`src/sv/c2p_pkg.sv`:
```
package c2p_pkg;

  // Default widths and iteration count of the converter.
  localparam int DataWidthDef  = 16;
  localparam int AngleStepsDef = 16;
  localparam int PhaseWidth    = 16;

  // Fraction bits appended below the input LSB for the rotations.
  localparam int GuardBits = 8;

  // Angle accumulator: 32 bits, pi is 2^31.
  localparam int              AngleWidth = 32;
  localparam logic [31:0]     AnglePi    = 32'h8000_0000;
  localparam logic [31:0]     PhaseRound = 32'h0000_8000;

  // CORDIC gain compensation, round(0.60725293500888 * 2^32).
  localparam logic [31:0] GainQ32 = 32'h9B74_EDA8;

  // The magnitude product is split at this bit.
  localparam int GainSplit = 21;
  // Final magnitude shift is GainShift, rounded at half an LSB.
  localparam int GainShift = 11 + GuardBits;

  localparam int TableLen = 32;

  // atan(2^-i) in the accumulator's units.
  function automatic logic [31:0] atan_entry(input logic [4:0] idx);
    logic [31:0] val;
    case (idx)
      5'd0:    val = 32'h2000_0000;
      5'd1:    val = 32'h12E4_051E;
      5'd2:    val = 32'h09FB_385B;
      5'd3:    val = 32'h0511_11D4;
      5'd4:    val = 32'h028B_0D43;
      5'd5:    val = 32'h0145_D7E1;
      5'd6:    val = 32'h00A2_F61E;
      5'd7:    val = 32'h0051_7C55;
      5'd8:    val = 32'h0028_BE53;
      5'd9:    val = 32'h0014_5F2F;
      5'd10:   val = 32'h000A_2F98;
      5'd11:   val = 32'h0005_17CC;
      5'd12:   val = 32'h0002_8BE6;
      5'd13:   val = 32'h0001_45F3;
      5'd14:   val = 32'h0000_A2FA;
      5'd15:   val = 32'h0000_517D;
      5'd16:   val = 32'h0000_28BE;
      5'd17:   val = 32'h0000_145F;
      5'd18:   val = 32'h0000_0A30;
      5'd19:   val = 32'h0000_0518;
      5'd20:   val = 32'h0000_028C;
      5'd21:   val = 32'h0000_0146;
      5'd22:   val = 32'h0000_00A3;
      5'd23:   val = 32'h0000_0051;
      5'd24:   val = 32'h0000_0029;
      5'd25:   val = 32'h0000_0014;
      5'd26:   val = 32'h0000_000A;
      5'd27:   val = 32'h0000_0005;
      5'd28:   val = 32'h0000_0003;
      5'd29:   val = 32'h0000_0001;
      5'd30:   val = 32'h0000_0001;
      default: val = 32'h0000_0000;
    endcase
    return val;
  endfunction

endpackage

```
`src/sv/c2p_stage.sv`:
```
module c2p_stage #(
  parameter int Width = 28,
  parameter int Step  = 0
) (
  input  logic                           clk_i,
  input  logic                           rst_ni,
  input  logic                           valid_i,
  output logic                           ready_o,
  input  logic signed [Width-1:0]        x_i,
  input  logic signed [Width-1:0]        y_i,
  input  logic [c2p_pkg::AngleWidth-1:0] z_i,
  input  logic                           zero_i,
  output logic                           valid_o,
  input  logic                           ready_i,
  output logic signed [Width-1:0]        x_o,
  output logic signed [Width-1:0]        y_o,
  output logic [c2p_pkg::AngleWidth-1:0] z_o,
  output logic                           zero_o
);
  import c2p_pkg::*;

  localparam logic [AngleWidth-1:0] StepAngle = atan_entry(5'(Step));

  logic                    valid_q;
  logic                    adv;
  logic signed [Width-1:0] xs, ys;
  logic signed [Width-1:0] x_d, y_d, x_q, y_q;
  logic [AngleWidth-1:0]   z_d, z_q;
  logic                    zero_q;

  assign adv     = !valid_q || ready_i;
  assign ready_o = adv;

  assign xs = x_i >>> Step;
  assign ys = y_i >>> Step;

  // Rotate toward the positive real axis; a non-negative y turns clockwise.
  always_comb begin
    if (!y_i[Width-1]) begin
      x_d = x_i + ys;
      y_d = y_i - xs;
      z_d = z_i + StepAngle;
    end else begin
      x_d = x_i - ys;
      y_d = y_i + xs;
      z_d = z_i - StepAngle;
    end
  end

  always_ff @(posedge clk_i or negedge rst_ni) begin
    if (!rst_ni) begin
      valid_q <= 1'b0;
    end else if (adv) begin
      valid_q <= valid_i;
    end
  end

  always_ff @(posedge clk_i) begin
    if (adv && valid_i) begin
      x_q    <= x_d;
      y_q    <= y_d;
      z_q    <= z_d;
      zero_q <= zero_i;
    end
  end

  assign valid_o = valid_q;
  assign x_o     = x_q;
  assign y_o     = y_q;
  assign z_o     = z_q;
  assign zero_o  = zero_q;

endmodule

```
`config.mk`:
```
export PLATFORM = sky130hd
export DESIGN_NAME = c2p_stage
export DESIGN_NICKNAME = d
export VERILOG_FILES = /design/src/sv/c2p_pkg.sv /design/src/sv/c2p_stage.sv
export SDC_FILE = /design/constraint.sdc
export NUM_CORES = 1
export LEC_CHECK = 0
export BUFFER_PORTS_ARGS = -buffer_cell sky130_fd_sc_hd__clkbuf_2
export CORE_MARGIN = 5
export CORE_UTILIZATION = 40
export DETAILED_ROUTE_END_ITERATION = 16
export HOLD_SLACK_MARGIN = 0.15
export REMOVE_ABC_BUFFERS = 1
export SKIP_CTS_REPAIR_TIMING = 1
export SLEW_MARGIN = 20
export SYNTH_ARGS = -nofsm -noshare
export SYNTH_HDL_FRONTEND = slang
export SYNTH_SLANG_ARGS = --single-unit
```
`constraint.sdc`:
```
create_clock -name clk_i -period 4.05 [get_ports clk_i]
set_clock_uncertainty 0.05 [all_clocks]
set_input_delay 0.81 -clock clk_i [delete_from_list [all_inputs] [get_ports clk_i]]
set_output_delay 0.81 -clock clk_i [all_outputs]
set_load 0.01 [all_outputs]
```
# Word level (Yosys, flattened, before mapping)
# Index checks and enable logic that the tools add are counted.
word_totals:
  register_bits: 90
  out_inout_bits: 91
  input_bits: 93
  elab_cells: 16
op_classes:
  reduce_logical: 3
  muxes: 3
  add_sub_neg: 5
op_table:
  columns: ["operator", "count"]
  rows:
  - ["$mux 28", 2]
  - ["$sub 28x28->28", 2]
  - ["$add 32x30->32 const B", 1]
  - ["$mux 32", 1]
  - ["$sub 32x30->32 const B", 1]
  - ["$add 28x28->28", 1]
  - ["$logic_and 1x1->1", 1]
  - ["$logic_not 1->1", 1]
  - ["$logic_or 1x1->1", 1]

# Logic depth before layout (Yosys ltp)
depth:
  depth_word: 3
  depth_mapped: 11
  depth_no_buf: 11

# Worst setup path after synthesis
# OpenSTA, ideal clock, no wires.
synth_timing:
  kind: "input-to-reg"
  from: "input ready_i"
  to: "register x_q[10] (netlist: x_o[10]) (enable)"
  arrival_time_ps: 3070
  t_required_ps: 3543
  path_stages: 2
  setup_ps: 457
  setup_slack_ps: 473
  n_path_buf: 0
  cell_sequence: "nand2b_1 and2_1"
synth_between:
  elab_chain_cells: 2
synth_lines:
  columns: ["element", "line_no", "rtl"]
  rows:
  - ["start: declaration", "c2p_stage.sv:14", "input logic ready_i,"]
  - ["$logic_or 1x1->1", "c2p_stage.sv:31", "assign adv = !valid_q || ready_i;"]
  - ["$logic_and 1x1->1", "c2p_stage.sv:59", "if (adv && valid_i) begin"]
  - ["end signal: assignment", "c2p_stage.sv:60", "x_q <= x_d;"]
  - ["end: declaration", "c2p_stage.sv:27", "logic signed [Width-1:0] x_d, y_d, x_q, y_q;"]
# No other way between the ends.
# A chain may end at the register's enable or synchronous reset.

# Worst setup path in the final report
layout_timing:
  from: "input x_i[0]"
  to: "register y_q[26] (netlist: y_o[26]), data pin"
layout_between:
  elab_chain_cells: 2
  elab_cells_between_ends: 3
  cone_classes: "2 x add/sub; 1 x mux"
layout_lines:
  columns: ["element", "line_no", "rtl"]
  rows:
  - ["start: declaration", "c2p_stage.sv:9", "input logic signed [Width-1:0] x_i,"]
  - ["$sub 28x28->28 / $add 28x28->28 (equally long branches)", "c2p_stage.sv:41, c2p_stage.sv:45", null]
  - ["$mux 28 *", "c2p_stage.sv:39", "if (!y_i[Width-1]) begin"]
  - ["via y_d[26]", "c2p_stage.sv:27", null]
  - ["end signal: assignment", "c2p_stage.sv:61", "y_q <= y_d;"]
  - ["end: declaration", "c2p_stage.sv:27", null]
# The timed path passes the listed nets; every way through them passes the cells marked *.

==> metrics <==
r2r endpoint=y_o[13]; chip height=146 um; peak supply drop=0.000154 V; r2r startpoint=valid_o; outcome=finished, final reports clean; Synth top area share=0.358; Hold WC Path Type=primary input to async pin; startpoint types=primary input; Area after DPL=0.00864 sq mm; Overflow after GRT=0; max frequency=285 MHz; Worst Max-Slew Pin Slew=0.917 ns; 1st-iter DRT viols=616; first-pass GRT wire length=34.0 mm; critical path type=primary input to flop; Top-Level Pins=184; FP Rows=49; Max H-tree Level=3; post-DR vias/cell=5.42; nature of the critical path endpoint=flop; Synth area leader=edfxtp_1; share of cells above drive strength 1=0.244; Design Area, Final=0.00893 sq mm; I/O Buffers=183; worst slack at placement=0.241 ns; Power Dens Cells=334 mW/mm^2; switch share=0.341; Clock Power Share=0.273; Seq/Total Area, Yosys=0.361; Core Region=0.0181 sq mm; EDFF count, synth=88; number of failing hold endpoints at the final stage=0; Final nets=1,160; # diodes=0; Comb pwr share=0.336; Layout area overhead=21.1%; TNS Setup=0 ns; GR Util All Layers=0.196; Cell Int Power=1.97 mW; initial antenna violation count=0; syn avg cell area=9.26 sq um; DR WL/cell=17.6 um; Clock Path Buffers=2; Detailed Place HPWL=17.5 mm; fraction of registers with async set/reset=0.0112; Die X-Extent=146 um; RSZ-0062 raised after global routing=no; Yosys reg bits=89; Vias=6,587; Worst-path clk slew=0.07 ns; max cap viols=0; total die area=0.0213 sq mm; Tcrit/Tclk final=0.866; TritonCTS Sinks=89; fin. max-slew vios=0; Synth Warn #=0; Residual DRC=0; Num CTS Buffers=9; routed wire length=21.4 mm; minimum clock period=3.51 ns; cells after synthesis=797; Worst R2R Path Depth=3; Root Driver=clkbuf_16; vias in the first global route=6,262; final worst slack=0.543 ns; Leak Pwr=4.07 nW; CTS tree=built; Net Switching=1.02 mW; Worst-Skew Late Latency=0.35 ns; main flop type after synthesis=edfxtp_1; Initial Util=0.408; maximum net fanout on the critical path=4; largest net degree at the start of global routing=80; Worst Path Required=4.09 ns; CP arrival=3.55 ns; Synth area leaders=edfxtp_1, ha_1, a21oi_1, xnor2_1, inv_1; synth unique cells=66; Antenna Violating Nets Remaining=0; synthesized area=0.00738 sq mm; Rel. slew slack=0.389; DR pass1 iterations=5; sequential share of power=0.391; final setup violation count=0; FF-to-FF setup slack=2.30 ns; gpl congestion=0.915
[layout by cell type, fill, tap and decap left out, types with 12 or more instances in the layout]
cell type / netlist / final
buf_4: 2 / 25
a21oi_1: 89 / 89
mux2i_1: 17 / 17
a211oi_1: 16 / 16
nand3_1: 17 / 17
nand2_1: 34 / 34
xnor2_1: 39 / 39
ha_1: 81 / 81
nor2_1: 53 / 53
a21o_1: 13 / 13
clkbuf_2: 0 / 183
edfxtp_1: 88 / 88
o21ai_0: 47 / 47
inv_1: 88 / 88
xor2_1: 15 / 15
nand2b_1: 12 / 12
nor3_1: 22 / 22
[synth_stat cells (all sizes together) (17+ instances only)]
cell type and number:
nor3 22, nor2 53, o21ai 47, ha 81, clkbuf 21, xnor2 39
nand2 34, a21oi 89, mux2i 17, inv 89, edfxtp 88, nand3 17
a211oi 17
[stage by stage]
stage                     hold slack, ns  instances  utilization  power (mW)
after floorplan                    0.464        762            -        1.80
after global placement             0.477       1200        0.478        2.17
after detailed placement           0.508       1200        0.478        2.18
after CTS                          0.154       1216        0.494        3.01
after global routing               0.154       1216        0.494        3.16
final                              0.173       1216        0.494        2.99
[power by group through the flow]
stage / clock network [mW] / registers (mW) / logic, mW
2_1_floorplan: 0 / 1.24 / 0.566
3_3_place_gp: 0 / 1.19 / 0.987
3_5_place_dp: 0 / 1.19 / 0.991
4_1_cts: 0.846 / 1.17 / 0.994
5_1_grt: 0.878 / 1.18 / 1.10
6_report: 0.817 / 1.17 / 1.00
[registers in the layout (all words and copies together), names as in the netlist]
| signal | count |
|---|---|
| valid_o | 1 |
| x_o | 27 |
| y_o | 28 |
| z_o | 32 |
| zero_o | 1 |
[cells by family (layout without fill, tap and decap cells)]
family          count (synthesis)  after routing  synth area share
mux                            18             18            0.0246
simple gates                  185            185             0.123
compound gates                241            241             0.213
fa+ha+maj                      85             85             0.148
buf+inv                       125            315            0.0665
xor+xnor                       54             54            0.0641
flops                          89             89             0.361
[metal layers]
metal	part of all wire	GRT usage	vias up
li1	-	-	3241
met1	0.48	0.291	3016
met2	0.43	0.294	306
met3	0.081	0.0308	24
met4	0.018	0.0627	0
met5	0	0	-
[layout make-up]
cell class,count,area [sq um]
multi-input combinational,583,4220
sequential,89,2670
tap,229,287
clock inverter,7,70.1
clock buffer,9,225
timing repair buffer,209,1120
inverter,90,338
fill,1723,9150
[worst max-delay path: stages]
cell and delay (ns):
clkbuf_2 0.11, ha_1 0.16, inv_1 0.05, fa_1 0.40
o21ba_2 0.23, nor4_1 0.26, buf_4 0.19, o311ai_2 0.14
a31oi_1 0.40, a211oi_1 0.12, a21oi_1 0.30, a31oi_1 0.17
xor2_1 0.21
[how the worst max path moves through the flow]
stage / depth (start not counted) / to / start / slack (ns)
6_report: 13 / y_o[26] / x_i[0] / 0.54
5_1_grt: 13 / x_o[22] / x_i[0] / 0.36
4_1_cts: 12 / y_o[26] / x_i[1] / 0.60
3_5_place_dp: 12 / y_o[26] / x_i[1] / 0.24
3_3_place_gp: 13 / y_o[26] / x_i[0] / 0.22
2_1_floorplan: 2 / x_o[10] / ready_i / 0.47
No activity file was read; power rests on OpenSTA's default activity.
